===== config.mk =====
export PLATFORM = sky130hd
export DESIGN_NAME = subscriber_registration_table_top
export DESIGN_NICKNAME = d
export VERILOG_FILES = /design/src/rtl/srt_pkg.sv /design/src/rtl/srt_queue.sv /design/src/rtl/srt_front.sv /design/src/rtl/srt_back.sv /design/src/rtl/subscriber_registration_table_top.sv
export VERILOG_INCLUDE_DIRS = /design/src /design/src/rtl
export SDC_FILE = /design/constraint.sdc
export NUM_CORES = 2
export LEC_CHECK = 0
export BUFFER_PORTS_ARGS = -buffer_cell sky130_fd_sc_hd__buf_4
export CAP_MARGIN = 20
export CELL_PAD_IN_SITES_DETAIL_PLACEMENT = 1
export CELL_PAD_IN_SITES_GLOBAL_PLACEMENT = 1
export CORE_ASPECT_RATIO = 1.25
export CORE_UTILIZATION = 39
export DETAILED_ROUTE_END_ITERATION = 10
export PLACE_DENSITY_LB_ADDON = 0.1
export SLEW_MARGIN = 20
export SYNTH_ARGS = -nofsm -noshare
export SYNTH_HDL_FRONTEND = slang
export SYNTH_SLANG_ARGS = --single-unit

===== constraint.sdc =====
create_clock -name clk -period 5.9 [get_ports clk]
set_input_delay 1.18 -clock clk [delete_from_list [all_inputs] [get_ports clk]]
set_output_delay 1.18 -clock clk [all_outputs]
set_load 0.005 [all_outputs]

===== src/rtl/subscriber_registration_table_top_assert.svh =====
// Assertion macros for the subscriber registration table.
`ifndef SUBSCRIBER_REGISTRATION_TABLE_TOP_ASSERT_SVH
`define SUBSCRIBER_REGISTRATION_TABLE_TOP_ASSERT_SVH

// A property that must hold on every clock edge outside reset.
`define SRT_ASSERT(label, prop, msg) \
  label: assert property (@(posedge clk) disable iff (!rst_n) (prop)) else $error(msg);

// A property that must hold on every clock edge, reset included.
`define SRT_ASSERT_ALWAYS(label, prop, msg) \
  label: assert property (@(posedge clk) (prop)) else $error(msg);

`endif


===== src/rtl/srt_pkg.sv =====
// ----------------------------------------------------------------------------
// srt_pkg
// Types, command and status codes shared by the subscriber table modules.
// ----------------------------------------------------------------------------
package srt_pkg;

  localparam int TABLE_DEPTH_DEF = 16;
  localparam int RETRY_CAP_S_DEF = 60;
  localparam int QUEUE_DEPTH = 2;

  typedef enum logic [1:0] {
    CMD_UPDATE = 2'd0,
    CMD_FIND   = 2'd1,
    CMD_TICK   = 2'd2,
    CMD_FLUSH  = 2'd3
  } cmd_t;

  typedef enum logic [1:0] {
    ST_OK       = 2'd0,
    ST_NOTFOUND = 2'd1,
    ST_FULL     = 2'd2,
    ST_PAGE     = 2'd3
  } status_t;

  typedef enum logic {
    CFG_INTERVAL = 1'b0,
    CFG_ATTEMPTS = 1'b1
  } cfg_idx_t;

  typedef enum logic [1:0] {
    BK_IDLE,
    BK_WALK,
    BK_APPLY,
    BK_DONE
  } bk_state_t;

  typedef struct packed {
    logic [1:0]  command;
    logic [2:0]  nat_code;
    logic [4:0]  centre_code;
    logic [15:0] subscriber_number;
    logic [10:0] channel_in;
    logic        card_in;
    logic        card_in_valid;
    logic        ext_in;
    logic        ext_in_valid;
    logic        is_busy;
    logic        page_failed;
    logic        ctrl_chan_busy;
  } in_item_t;

  typedef struct packed {
    logic [1:0]  status;
    logic        gone;
    logic [2:0]  out_nat;
    logic [4:0]  out_centre;
    logic [15:0] out_number;
    logic [10:0] channel_out;
    logic        card_out;
    logic        ext_out;
    logic        last;
  } out_item_t;

  // Queue status handed from the queue to the front and back parts.
  typedef struct packed {
    logic full;
    logic empty;
  } q_stat_t;

endpackage


===== src/rtl/srt_queue.sv =====
// ----------------------------------------------------------------------------
// srt_queue
// Short command queue between the front and the back part.
// ----------------------------------------------------------------------------
module srt_queue
  import srt_pkg::*;
(
  input  logic     clk,
  input  logic     rst_n,
  input  logic     push,
  input  in_item_t push_data,
  input  logic     pop,
  output in_item_t pop_data,
  output q_stat_t  stat
);

  in_item_t mem_r [QUEUE_DEPTH];
  logic [$clog2(QUEUE_DEPTH)-1:0] wp_r, rp_r;
  logic [$clog2(QUEUE_DEPTH):0]   cnt_r;

  always_ff @(posedge clk) begin
    if (push) begin
      mem_r[wp_r] <= push_data;
    end
  end

  always_ff @(posedge clk) begin
    if (!rst_n) begin
      wp_r  <= '0;
      rp_r  <= '0;
      cnt_r <= '0;
    end else begin
      if (push) wp_r <= wp_r + 1'b1;
      if (pop)  rp_r <= rp_r + 1'b1;
      cnt_r <= cnt_r + {{$clog2(QUEUE_DEPTH){1'b0}}, push}
                     - {{$clog2(QUEUE_DEPTH){1'b0}}, pop};
    end
  end

  assign pop_data   = mem_r[rp_r];
  assign stat.full  = (cnt_r == ($clog2(QUEUE_DEPTH)+1)'(QUEUE_DEPTH));
  assign stat.empty = (cnt_r == '0);

endmodule


===== src/rtl/srt_front.sv =====
// ----------------------------------------------------------------------------
// srt_front
// Accepts commands, classifies them and pushes them into the queue.
// ----------------------------------------------------------------------------
module srt_front
  import srt_pkg::*;
(
  input  logic     start,
  input  in_item_t in_item,
  input  q_stat_t  stat,
  output logic     busy,
  output logic     push,
  output in_item_t push_data
);

  // A command with an out-of-use field pattern still runs; only the
  // fields that matter for its class are kept, the rest are cleared.
  always_comb begin
    push_data = in_item;
    if (in_item.command != CMD_UPDATE) begin
      push_data.channel_in    = '0;
      push_data.card_in_valid = 1'b0;
      push_data.ext_in_valid  = 1'b0;
      push_data.is_busy       = 1'b0;
      push_data.page_failed   = 1'b0;
    end
    if (in_item.command != CMD_TICK) push_data.ctrl_chan_busy = 1'b0;
  end

  assign busy = stat.full;
  assign push = start && !stat.full;

endmodule


===== src/rtl/srt_back.sv =====
// ----------------------------------------------------------------------------
// srt_back
// Walks the slot table for one command at a time and emits its results.
// ----------------------------------------------------------------------------
module srt_back
  import srt_pkg::*;
#(
  parameter int TABLE_DEPTH = TABLE_DEPTH_DEF,
  parameter int RETRY_CAP_S = RETRY_CAP_S_DEF
) (
  input  logic        clk,
  input  logic        rst_n,
  input  q_stat_t     stat,
  input  in_item_t    cmd_item,
  output logic        pop,
  input  logic [15:0] interval,
  input  logic [7:0]  attempts,
  output logic        out_valid,
  output out_item_t   out_item,
  output logic        idle
);

  localparam int IW = (TABLE_DEPTH > 1) ? $clog2(TABLE_DEPTH) : 1;
  localparam int CW = $clog2(TABLE_DEPTH + 1);
  localparam logic [15:0] CAP = (RETRY_CAP_S > 65535) ? 16'hFFFF : 16'(RETRY_CAP_S);

  logic [TABLE_DEPTH-1:0] used_r, reg_r, run_r;
  logic [23:0] key_r   [TABLE_DEPTH];
  logic [10:0] chan_r  [TABLE_DEPTH];
  logic        card_r  [TABLE_DEPTH];
  logic        ext_r   [TABLE_DEPTH];
  logic [15:0] left_r  [TABLE_DEPTH];
  logic [7:0]  retry_r [TABLE_DEPTH];

  bk_state_t state_r, state_nxt;
  in_item_t  cur_r;
  logic [CW-1:0] idx_r, idx_nxt;
  logic          hit_r, hit_nxt, free_r, free_nxt;
  logic [IW-1:0] hidx_r, hidx_nxt, fidx_r, fidx_nxt;
  logic          ov_r, ov_nxt;
  out_item_t     oi_r, oi_nxt;

  logic [IW-1:0] ix;
  logic [23:0]   ckey;
  logic [15:0]   retime;

  assign ix     = idx_r[IW-1:0];
  assign ckey   = {cur_r.nat_code, cur_r.centre_code, cur_r.subscriber_number};
  assign retime = (interval > CAP) ? CAP : interval;

  always_ff @(posedge clk) begin
    if (!rst_n) begin
      state_r <= BK_IDLE;
      ov_r    <= 1'b0;
    end else begin
      state_r <= state_nxt;
      ov_r    <= ov_nxt;
    end
  end

  always_ff @(posedge clk) begin
    idx_r  <= idx_nxt;
    hit_r  <= hit_nxt;
    free_r <= free_nxt;
    hidx_r <= hidx_nxt;
    fidx_r <= fidx_nxt;
    oi_r   <= oi_nxt;
    if (pop) cur_r <= cmd_item;
  end

  // Slot table updates: one slot per cycle in the walk, one in apply.
  always_ff @(posedge clk) begin
    logic [IW-1:0] s;
    logic [7:0]    rc;
    if (!rst_n) begin
      used_r <= '0;
      reg_r  <= '0;
      run_r  <= '0;
    end else if (state_r == BK_WALK && cur_r.command == CMD_FLUSH) begin
      used_r[ix] <= 1'b0;
      reg_r[ix]  <= 1'b0;
      run_r[ix]  <= 1'b0;
    end else if (state_r == BK_WALK && cur_r.command == CMD_TICK) begin
      if (used_r[ix] && run_r[ix]) begin
        if (left_r[ix] > 16'd1) begin
          left_r[ix] <= left_r[ix] - 16'd1;
        end else if (cur_r.ctrl_chan_busy) begin
          left_r[ix]  <= interval;
          retry_r[ix] <= '0;
        end else begin
          run_r[ix]  <= 1'b0;
          left_r[ix] <= '0;
        end
      end
    end else if (state_r == BK_APPLY && cur_r.command == CMD_UPDATE
                 && (hit_r || free_r)) begin
      s  = hit_r ? hidx_r : fidx_r;
      rc = hit_r ? retry_r[s] : 8'd0;
      if (!hit_r) begin
        used_r[s] <= 1'b1;
        key_r[s]  <= ckey;
        left_r[s] <= '0;
      end
      chan_r[s] <= (cur_r.channel_in != '0) ? cur_r.channel_in
                 : (hit_r ? chan_r[s] : 11'd0);
      card_r[s] <= cur_r.card_in_valid ? cur_r.card_in : (hit_r ? card_r[s] : 1'b0);
      ext_r[s]  <= cur_r.ext_in_valid ? cur_r.ext_in : (hit_r ? ext_r[s] : 1'b0);
      reg_r[s]  <= hit_r ? reg_r[s] : 1'b1;
      run_r[s]  <= hit_r ? run_r[s] : 1'b0;
      retry_r[s] <= rc;
      if (cur_r.is_busy) begin
        run_r[s] <= 1'b0;
      end else if (!cur_r.page_failed) begin
        run_r[s]   <= 1'b1;
        left_r[s]  <= interval;
        retry_r[s] <= '0;
        reg_r[s]   <= 1'b1;
      end else begin
        if (rc != 8'hFF) rc = rc + 8'd1;
        retry_r[s] <= rc;
        if (attempts != '0 && rc == attempts) begin
          reg_r[s] <= 1'b0;
        end else begin
          run_r[s]  <= 1'b1;
          left_r[s] <= retime;
        end
      end
    end
  end

  always_comb begin
    logic [IW-1:0] s;
    logic [7:0]    rc;
    logic          gn;
    state_nxt = state_r;
    idx_nxt   = idx_r;
    hit_nxt   = hit_r;
    free_nxt  = free_r;
    hidx_nxt  = hidx_r;
    fidx_nxt  = fidx_r;
    ov_nxt    = 1'b0;
    oi_nxt    = oi_r;
    pop       = 1'b0;
    s  = hit_r ? hidx_r : fidx_r;
    rc = hit_r ? retry_r[s] : 8'd0;
    gn = 1'b0;
    case (state_r)
      BK_IDLE: begin
        if (!stat.empty) begin
          pop       = 1'b1;
          idx_nxt   = '0;
          hit_nxt   = 1'b0;
          free_nxt  = 1'b0;
          state_nxt = BK_WALK;
        end
      end
      BK_WALK: begin
        case (cur_r.command)
          CMD_UPDATE, CMD_FIND: begin
            if (used_r[ix] && key_r[ix] == ckey && !hit_r
                && (cur_r.command == CMD_UPDATE || reg_r[ix])) begin
              hit_nxt  = 1'b1;
              hidx_nxt = ix;
            end
            if (!used_r[ix] && !free_r) begin
              free_nxt = 1'b1;
              fidx_nxt = ix;
            end
          end
          CMD_TICK: begin
            if (used_r[ix] && run_r[ix] && left_r[ix] <= 16'd1
                && !cur_r.ctrl_chan_busy) begin
              ov_nxt = 1'b1;
              oi_nxt = '{status: ST_PAGE, gone: 1'b0, out_nat: key_r[ix][23:21],
                         out_centre: key_r[ix][20:16], out_number: key_r[ix][15:0],
                         channel_out: chan_r[ix], card_out: card_r[ix],
                         ext_out: ext_r[ix], last: 1'b0};
            end
          end
          default: ;
        endcase
        idx_nxt = idx_r + 1'b1;
        if (idx_r == CW'(TABLE_DEPTH - 1)) begin
          state_nxt = BK_APPLY;
        end
      end
      BK_APPLY: begin
        ov_nxt    = 1'b1;
        state_nxt = BK_DONE;
        oi_nxt    = '0;
        oi_nxt.last = 1'b1;
        case (cur_r.command)
          CMD_UPDATE: begin
            oi_nxt.out_nat    = cur_r.nat_code;
            oi_nxt.out_centre = cur_r.centre_code;
            oi_nxt.out_number = cur_r.subscriber_number;
            if (!hit_r && !free_r) begin
              oi_nxt.status = ST_FULL;
            end else begin
              if (!cur_r.is_busy && cur_r.page_failed) begin
                if (rc != 8'hFF) rc = rc + 8'd1;
                gn = (attempts != '0 && rc == attempts);
              end
              oi_nxt.status = ST_OK;
              oi_nxt.gone   = gn;
              oi_nxt.channel_out = (cur_r.channel_in != '0) ? cur_r.channel_in
                                 : (hit_r ? chan_r[s] : 11'd0);
              oi_nxt.card_out = cur_r.card_in_valid ? cur_r.card_in
                              : (hit_r && card_r[s]);
              oi_nxt.ext_out  = cur_r.ext_in_valid ? cur_r.ext_in
                              : (hit_r && ext_r[s]);
            end
          end
          CMD_FIND: begin
            oi_nxt.out_nat    = cur_r.nat_code;
            oi_nxt.out_centre = cur_r.centre_code;
            oi_nxt.out_number = cur_r.subscriber_number;
            if (hit_r) begin
              oi_nxt.channel_out = chan_r[hidx_r];
              oi_nxt.card_out    = card_r[hidx_r];
              oi_nxt.ext_out     = ext_r[hidx_r];
            end else begin
              oi_nxt.status = ST_NOTFOUND;
            end
          end
          default: ;
        endcase
      end
      BK_DONE: begin
        state_nxt = BK_IDLE;
      end
      default: state_nxt = BK_IDLE;
    endcase
  end

  assign out_valid = ov_r;
  assign out_item  = oi_r;
  assign idle      = (state_r == BK_IDLE) && stat.empty;

endmodule


===== src/rtl/subscriber_registration_table_top.sv =====
// With the queue empty, a command's final result reaches the output ports after
// the pop, the one-slot-per-cycle walk over the table and the apply step.
// The back part takes one command at a time, through the idle, walk, apply and
// done steps; two waiting commands fill the queue and raise busy.
// Page requests of a tick come out during the walk, at most one per cycle.
// Reset (synchronous, rst_n low) empties the table and the queue and restores
// the interval to 240 s and the attempt limit to 3. Results cannot be stalled.
// ----------------------------------------------------------------------------
// subscriber_registration_table_top
// Fixed table of mobile subscribers with availability timers and paging.
// ----------------------------------------------------------------------------
`include "subscriber_registration_table_top_assert.svh"

module subscriber_registration_table_top
  import srt_pkg::*;
#(
  parameter int TABLE_DEPTH = TABLE_DEPTH_DEF,
  parameter int RETRY_CAP_S = RETRY_CAP_S_DEF
) (
  input  logic        clk,
  input  logic        rst_n,
  input  logic        start,
  output logic        busy,
  input  in_item_t    in_item,
  output logic        out_valid,
  output out_item_t   out_item,
  input  logic        cfg_we,
  input  logic        cfg_index,
  input  logic [15:0] cfg_wdata
);

  // Configuration registers. A write takes effect at once, so writes are
  // expected only while no transaction is in flight.
  logic [15:0] interval_r;
  logic [7:0]  attempts_r;

  always_ff @(posedge clk) begin
    if (!rst_n) begin
      interval_r <= 16'd240;
      attempts_r <= 8'd3;
    end else if (cfg_we) begin
      case (cfg_index)
        CFG_INTERVAL: interval_r <= cfg_wdata;
        CFG_ATTEMPTS: attempts_r <= cfg_wdata[7:0];
        default: ;
      endcase
    end
  end

  // The front part takes each transaction into the queue; the back part
  // drains it one command at a time.
  q_stat_t  qstat;
  logic     push, pop, idle;
  in_item_t push_data, pop_data;

  srt_front u_front (
    .start     (start),
    .in_item   (in_item),
    .stat      (qstat),
    .busy      (busy),
    .push      (push),
    .push_data (push_data)
  );

  srt_queue u_queue (
    .clk       (clk),
    .rst_n     (rst_n),
    .push      (push),
    .push_data (push_data),
    .pop       (pop),
    .pop_data  (pop_data),
    .stat      (qstat)
  );

  srt_back #(
    .TABLE_DEPTH (TABLE_DEPTH),
    .RETRY_CAP_S (RETRY_CAP_S)
  ) u_back (
    .clk       (clk),
    .rst_n     (rst_n),
    .stat      (qstat),
    .cmd_item  (pop_data),
    .pop       (pop),
    .interval  (interval_r),
    .attempts  (attempts_r),
    .out_valid (out_valid),
    .out_item  (out_item),
    .idle      (idle)
  );

  // The queue never pushes while full nor pops while empty.
  `SRT_ASSERT(a_no_overflow, !(push && qstat.full), "queue overflow")
  `SRT_ASSERT(a_no_underflow, !(pop && qstat.empty), "queue underflow")
  // A final result leaves the back part with nothing in flight right after.
  `SRT_ASSERT(a_last_then_quiet, (out_valid && out_item.last) |=> !out_valid,
              "result right after a final result")
  // An idle back part with an empty queue has no result on the ports.
  `SRT_ASSERT(a_idle_quiet, idle |-> !out_valid, "result while the back part is idle")

endmodule


Yosys cells after proc, flatten, opt, wreduce, memory -nomap -nowiden --
Memory sizes are Yosys's and may differ from the RTL's. A register that Yosys moved wholly into a read port is not among the register bits. Cells that the tools add are included.
Storage, ports and cells: register bits after elaboration 135, bits in writable memories 1064, logic and storage cells 307, input bits 65, memories 7
Cells by class: eq/ne operators 25, mux-type cells 167, add/sub/neg operators 7, reductions and logical operators 53, bitwise operators 17, $lt $le $gt $ge 7
Memory list:
- u_back.key_r | depth 16, width 24, read ports 1, clocked after Yosys merged registers in 1, write ports 1, RTL line srt_back.sv:28 | logic [23:0] key_r [TABLE_DEPTH];
- u_back.left_r | depth 16, width 16, read ports 1, clocked after Yosys merged registers in 1, write ports 1, RTL line srt_back.sv:32 | logic [15:0] left_r [TABLE_DEPTH];
- u_back.chan_r | depth 16, width 11, read ports 3, clocked after Yosys merged registers in 2, write ports 1, RTL line srt_back.sv:29 | logic [10:0] chan_r [TABLE_DEPTH];
- u_back.retry_r | depth 16, width 8, read ports 1, clocked after Yosys merged registers in 0, write ports 1, RTL line srt_back.sv:33 | logic [7:0] retry_r [TABLE_DEPTH];
- u_queue.mem_r | depth 2, width 44, read ports 1, clocked after Yosys merged registers in 1, write ports 1, RTL line srt_queue.sv:17 | in_item_t mem_r [QUEUE_DEPTH];
- u_back.card_r | depth 16, width 1, read ports 3, clocked after Yosys merged registers in 2, write ports 1, RTL line srt_back.sv:30 | logic card_r [TABLE_DEPTH];
- +1 memories
Operators by type and width (number):
- two-way mux 16 bit | 25
- two-way mux 8 bit | 15
- two-way mux 1 bit | 87
- two-way mux 41 bit | 2
- case mux 41 bit (2 select lines) | 1
- AND 16 bit | 5
- case mux 37 bit (2 select lines) | 1
- OR 16 bit | 3
- two-way mux 4 bit | 11
- two-way mux 11 bit | 3
- bitwise mux 16 bit | 2
- NOT 16 bit | 2
- two-way mux 13 bit | 2
- equality test 24 bit | 1
- binary-select mux 1 bit (select 4 bit) | 5
- logical AND 1 bit | 20
- inequality test 2 bit, second input constant | 9
- equality test 8 bit | 2
- greater-than comparator 16 x 1 -> 1 bit, second input constant | 1
- greater-than comparator 16 x 6 -> 1 bit, second input constant | 1
- <= comparator 16 x 1 -> 1 bit, second input constant | 1
- OR reduction 16 bit | 1
- subtractor 16 x 1 -> 16 bit, second input constant | 1
- AND reduction 3 bit | 4
- other kinds (35) | 71

Depth between registers and ports, before layout --
An unclocked memory read counts as a cell.
word-level depth 24, gate-level depth with buffers 21, gate-level depth less buffers 15

By module --
Synthesis repeated with hierarchy kept, for this count alone.
Unflattened totals: cells, all modules 3425, area total of the unflattened synthesis 55316.8 um^2
Modules (own cells, without submodules):
- srt_back | cells an instance 3114, area an instance 50309.5 um^2, seq. area each 33492.1 um^2, times used 1
- srt_queue | cells an instance 158, area an instance 3604.7 um^2, seq. area each 2742.6 um^2, times used 1
- subscriber_registration_table_top | cells an instance 105, area an instance 983.4 um^2, seq. area each 480.5 um^2, times used 1
- srt_front | cells an instance 48, area an instance 419.2 um^2, seq. area each 0.0 um^2, times used 1

Least setup slack after synthesis --
OpenSTA, ideal clock, no wires.
path kind reg-to-reg, start register with a tool-made name, end register u_back.oi_r (netlist bit u_back.out_item[0]), enable pin, stages on the path, launching flop included 17, setup slack 52 ps, path buffers 6, arrival time 5351 ps, library setup time 496 ps, period minus slack after synthesis 5848 ps, required time 5404 ps, path through dfxtp_1 -> clkbuf_1 -> clkbuf_1 -> clkbuf_1 -> clkbuf_1 -> buf_2 -> buf_1 -> mux4_2 -> mux4_2 -> inv_1 -> ha_1 -> nor2_1 -> nor4b_1 -> nand4b_1 -> nor2_1 -> nand2_1 -> o21ai_0
RTL lines:
- end signal: assignment | RTL line srt_back.sv:67 | oi_r <= oi_nxt;
- end: declaration | RTL line srt_back.sv:41 | out_item_t oi_r, oi_nxt;

Worst setup path after layout --
start register u_back.hit_r, end memory u_back.left_r[10][10], enable pin
On the way: longest elaborated chain between the ends 24, elaborated cells on any way between the ends 40
RTL lines:
- start: declaration | RTL line srt_back.sv:38 | logic hit_r, hit_nxt, free_r, free_nxt;
- start signal: assignment | RTL line srt_back.sv:63 | hit_r <= hit_nxt;
- two-way mux 4 bit | RTL line srt_back.sv:97 | s = hit_r ? hidx_r : fidx_r;
- memory read (16 x 8 bit)
- two-way mux 8 bit
- adder 8 x 1 -> 8 bit or inequality test 8 bit (tied branches)
- two-way mux 8 bit
- two-way mux 8 bit | RTL line srt_back.sv:113 | end else if (!cur_r.page_failed) begin
- two-way mux 8 bit | RTL line srt_back.sv:111 | if (cur_r.is_busy) begin
- two-way mux 8 bit | RTL line srt_back.sv:95 | end else if (state_r == BK_APPLY && cur_r.command == CMD_UPDATE
- [8 not listed]
- two-way mux 1 bit | RTL line srt_back.sv:95
- two-way mux 1 bit | RTL line srt_back.sv:83 | end else if (state_r == BK_WALK && cur_r.command == CMD_TICK) begin
- two-way mux 1 bit | RTL line srt_back.sv:79 | end else if (state_r == BK_WALK && cur_r.command == CMD_FLUSH) begin
- two-way mux 1 bit | RTL line srt_back.sv:75 | if (!rst_n) begin
- two-way mux 1 bit (not written as such) | RTL line srt_back.sv:125 | left_r[s] <= retime;
- OR 1 bit (no line)
- OR reduction 16 bit (no line)
- two-way mux 4 bit (no line) or two-way mux 1 bit (tied branches)
- end: declaration | RTL line srt_back.sv:32
Several ways; a longest one is shown, not always the timed one. The select of a mux whose other input is x is not followed.

==> flow_metrics.env <==
export IMPL_ff2ff_path_depth=18
export IMPL_critPathMaxStageDelay_ns=0.67
export IMPL_drive_gt1_share_pct=31.1
export IMPL_ir_drop_v=0.000372
export IMPL_cts_max_level=4
export IMPL_hp_class="flip-flop to flip-flop"
export IMPL_die_width_microns=335
export IMPL_grt_pass1_wl_microns=235000
export IMPL_synthFlopType="edfxtp_1"
export IMPL_drv_slew=0
export IMPL_cts_tree="done"
export IMPL_synth_simple_area_share_pct=4.40
export IMPL_crit_slowest_cell="or4_1"
export IMPL_cts_clk_slew_worst_paths_ns=0.06
export IMPL_synthMuxAreaShare_pct=18.6
export IMPL_crit_fanout=22
export IMPL_whs_path_depth=1
export IMPL_hold_violations=0
export IMPL_yosysUniqueCellTypes=93
export IMPL_timing_fmax_mhz=180
export IMPL_synthAdderAreaFrac_pct=0.325
export IMPL_dpl_hpwl_microns=100000
export IMPL_grt_usage_pct=23.6
export IMPL_root_buffer="clkbuf_16"
export IMPL_clockBufferDepth=3
export IMPL_post_cts_buffers=0
export IMPL_n_antenna_cell=0
export IMPL_critPathRequiredTime_ns=6.38
export IMPL_synthArstFlopShare_pct=0
export IMPL_area_growth_pct=15.6
export IMPL_die_y_microns=418
export IMPL_avgRoutedWirePerCell_microns=31.6
export IMPL_path_class="flip-flop to flip-flop"
export IMPL_hp_start="u_back.used_r[12]$_SDFFE_PN0P_"
export IMPL_synth_xor_area_share_pct=0.842
export IMPL_fin_util_pct=45.4
export IMPL_syn_inst=2986
export IMPL_yosys_area_top_type="edfxtp_1"
export IMPL_worst_ep_arrival_time_ns=6.03
export IMPL_antenna_found_initial=3
export IMPL_start_util_pct=39.3
export IMPL_first_iter_violations=2522
export IMPL_slew_headroom_pct=22.3
export IMPL_routed_wl_microns=163000
export IMPL_synth_top_family_by_area="multiplexers"
export IMPL_cp_start_kind="flip-flop"
export IMPL_worst_pin_slew_ns=1.16
export IMPL_cts_made_buffers=133
export IMPL_synth_edf_count=1164
export IMPL_insertion_delay_ns=0.78
export IMPL_grt_max_degree=110
export IMPL_crit_chain="buf_4 -> or3b_1 -> buf_4 -> a21oi_1 -> a2111o_1 -> a2111oi_2 -> buf_4 -> nand3_2 -> nor3_2 -> buf_4 -> and3_1 -> a211oi_1 -> or4_1 -> buf_4 -> a21oi_4 -> buf_12 -> o32ai_4 -> buf_4"
export IMPL_coreArea_sq_mm=0.137
export IMPL_yosys_warnings=0
export IMPL_synth_compound_area_share_pct=5.75
export IMPL_io_pins=108
export IMPL_numPortBuffers=107
export IMPL_power_density_mw_per_mm2=457
export IMPL_clock_sinks=1251
export IMPL_seq_area_frac_synth_pct=68.1
export IMPL_syn_num_nets=3065
export IMPL_syn_avg_cell_area_sq_um=18.1
export IMPL_leakage_nw=19.8
export IMPL_holdPathEnd="u_back.used_r[12]$_SDFFE_PN0P_"
export IMPL_die_area_sq_mm=0.140
export IMPL_tns_ns=0
export IMPL_synthTopCellsByCount="edfxtp_1 (1164), mux4_2 (416), nand2_1 (241)"
export IMPL_layout_nets=3290
export IMPL_r2r_start="u_back.hit_r$_DFFE_PP_"
export IMPL_fin_crit_sh_pct=94.2
export IMPL_fill_cells=13025
export IMPL_route_vias_total=30102
export IMPL_grt_pass1_vias=32453
export IMPL_startpoint="u_back.hit_r$_DFFE_PP_"
export IMPL_ant_nets=0
export IMPL_cp_end_kind="flip-flop"
export IMPL_firstDrtPassIters=5
export IMPL_drc=0
export IMPL_viasPerCell=5.83
export IMPL_synth_top_cell_area_share_pct=64.8
export IMPL_regToRegSetupSlack_ns=0.34
export IMPL_setup_violations=0
export IMPL_grt_overflow_total=0
export IMPL_post_synth_top_count_cell="edfxtp_1"
export IMPL_timing_rr_end="u_back.left_r[10][10]$_DFFE_PP_"
export IMPL_clock_skew_ns=0.0315
export IMPL_rows=152
export IMPL_synth_cell_area_sq_mm=0.0539
export IMPL_drv_cap=0
export IMPL_cp_top_family="buffers and inverters"
export IMPL_period_minus_slack_ns=5.56
export IMPL_ctsResizeCount=0
export IMPL_crit_top_cell="buf_4"
export IMPL_status="complete, no violations"
export IMPL_rsz0062_at_grt="false"
export IMPL_place_congestion=0.849
export IMPL_cts_hold_buf=0
export IMPL_synth_area_leaders="edfxtp_1 (65%), mux4_2 (17%), dfxtp_1 (3.2%)"
export IMPL_ys_ff_latch=1251
export IMPL_cp_num_buf_inv=7
-- metrics by stage --
stage	instance area [sq um]	hold slack, ns	worst slack, ns	total power, mW	instances
after floorplan	53900	0.421	0.0522	17.2	2986
after global placement	58100	0.430	0.399	20.4	4923
after detailed placement	58100	0.444	0.318	20.6	4924
after CTS	62300	0.456	0.282	28.8	5166
after global routing	62300	0.474	0.137	29.5	5166
final	62300	0.455	0.344	28.5	5166
-- cell families after synthesis --
family | count (synthesis)
flip-flops | 1251
AND/OR/NAND/NOR | 514
multiplexers | 475
AO/OA/AOI/OAI | 436
buffers and inverters | 245
XOR/XNOR | 51
adder cells (fa/ha/maj) | 14
-- sequential cells by signal, summed over array words and instances (netlist names), 8 cells and up, named ones only --
signal           count
u_back.run_r        15
attempts_r           8
u_back.reg_r        16
u_back.ext_r        16
u_back.chan_r      176
u_back.key_r       384
u_back.card_r       16
u_back.out_item     41
u_back.left_r      256
u_back.ckey         24
u_back.used_r       16
u_queue.mem_r       88
u_back.cur_r        20
interval_r          16
u_back.retry_r     128
-- layout by cell type (no fill, tap or decap), drive strengths merged, types with 10 or more instances in the layout --
| cell | synthesis | final |
|---|---|---|
| edfxtp | 1164 | 1164 |
| inv | 46 | 55 |
| mux2 | 48 | 48 |
| a31oi | 19 | 19 |
| o22ai | 32 | 32 |
| and2 | 33 | 33 |
| nor3 | 18 | 18 |
| nand3 | 22 | 22 |
| mux4 | 416 | 416 |
| xor2 | 12 | 12 |
| dfxtp | 87 | 87 |
| clkbuf | 111 | 163 |
| mux2i | 11 | 11 |
| ha | 14 | 14 |
| o31ai | 14 | 14 |
| nand2 | 243 | 243 |
| xnor2 | 39 | 39 |
| a21o | 74 | 74 |
| a21oi | 75 | 75 |
| buf | 87 | 288 |
| clkinv | 1 | 62 |
| o21ai | 60 | 60 |
| a211oi | 24 | 24 |
| nor2 | 133 | 133 |
| nand4 | 10 | 10 |
| o32ai | 17 | 17 |
| and3 | 11 | 11 |
| a41oi | 15 | 15 |
| a21boi | 19 | 19 |
-- cell type report --
cell class / count / area (sq um) / area share, %
flip-flops and latches: 1251 / 36700 / 58.9
multi-input cells: 1490 / 16700 / 26.7
clock buffers: 163 / 3500 / 5.62
well taps: 1848 / 2310 / 3.71
repair buffers: 288 / 2260 / 3.62
clock inverters: 79 / 701 / 1.12
inverters: 47 / 176 / 0.283
-- worst reg2reg max path: stages (launching register included) --
cell and delay [ns]:
edfxtp_1 0.57, buf_4 0.28, or3b_1 0.22, buf_4 0.30, a21oi_1 0.13, a2111o_1 0.42
a2111oi_2 0.44, buf_4 0.21, nand3_2 0.14, nor3_2 0.42, buf_4 0.23, and3_1 0.15
a211oi_1 0.05, or4_1 0.67, buf_4 0.25, a21oi_4 0.14, buf_12 0.23, o32ai_4 0.12
buf_4 0.29
-- layer usage --
layer  track usage (%)  share of wire [%]  vias up
li1                  -                  -    12683
met1              30.7                 42    16306
met2              40.2                 50      875
met3              3.37                4.5      238
met4              8.84                3.6        0
met5                 0                  0        -
-- power breakdown --
part           switching, mW  leakage (nW)  internal [mW]
logic                   4.91          6.46           3.32
clock network           3.57          2.04           4.57
registers              0.787          11.3           11.3
total                   9.26          19.8           19.2
-- worst max path at each step --
stage | depth (start not counted) | end | slack [ns]
floorplan | 16 | u_back.out_item[0]$_SDFFCE_PP1P_ | 0.05
global placement | 14 | u_back.left_r[10][1]$_DFFE_PP_ | 0.40
detailed placement | 15 | u_back.left_r[11][1]$_DFFE_PP_ | 0.32
CTS | 15 | u_back.left_r[11][1]$_DFFE_PP_ | 0.28
global route | 18 | u_back.left_r[10][10]$_DFFE_PP_ | 0.14
finish | 18 | u_back.left_r[10][10]$_DFFE_PP_ | 0.34
No activity file was read; power rests on OpenSTA's default activity.
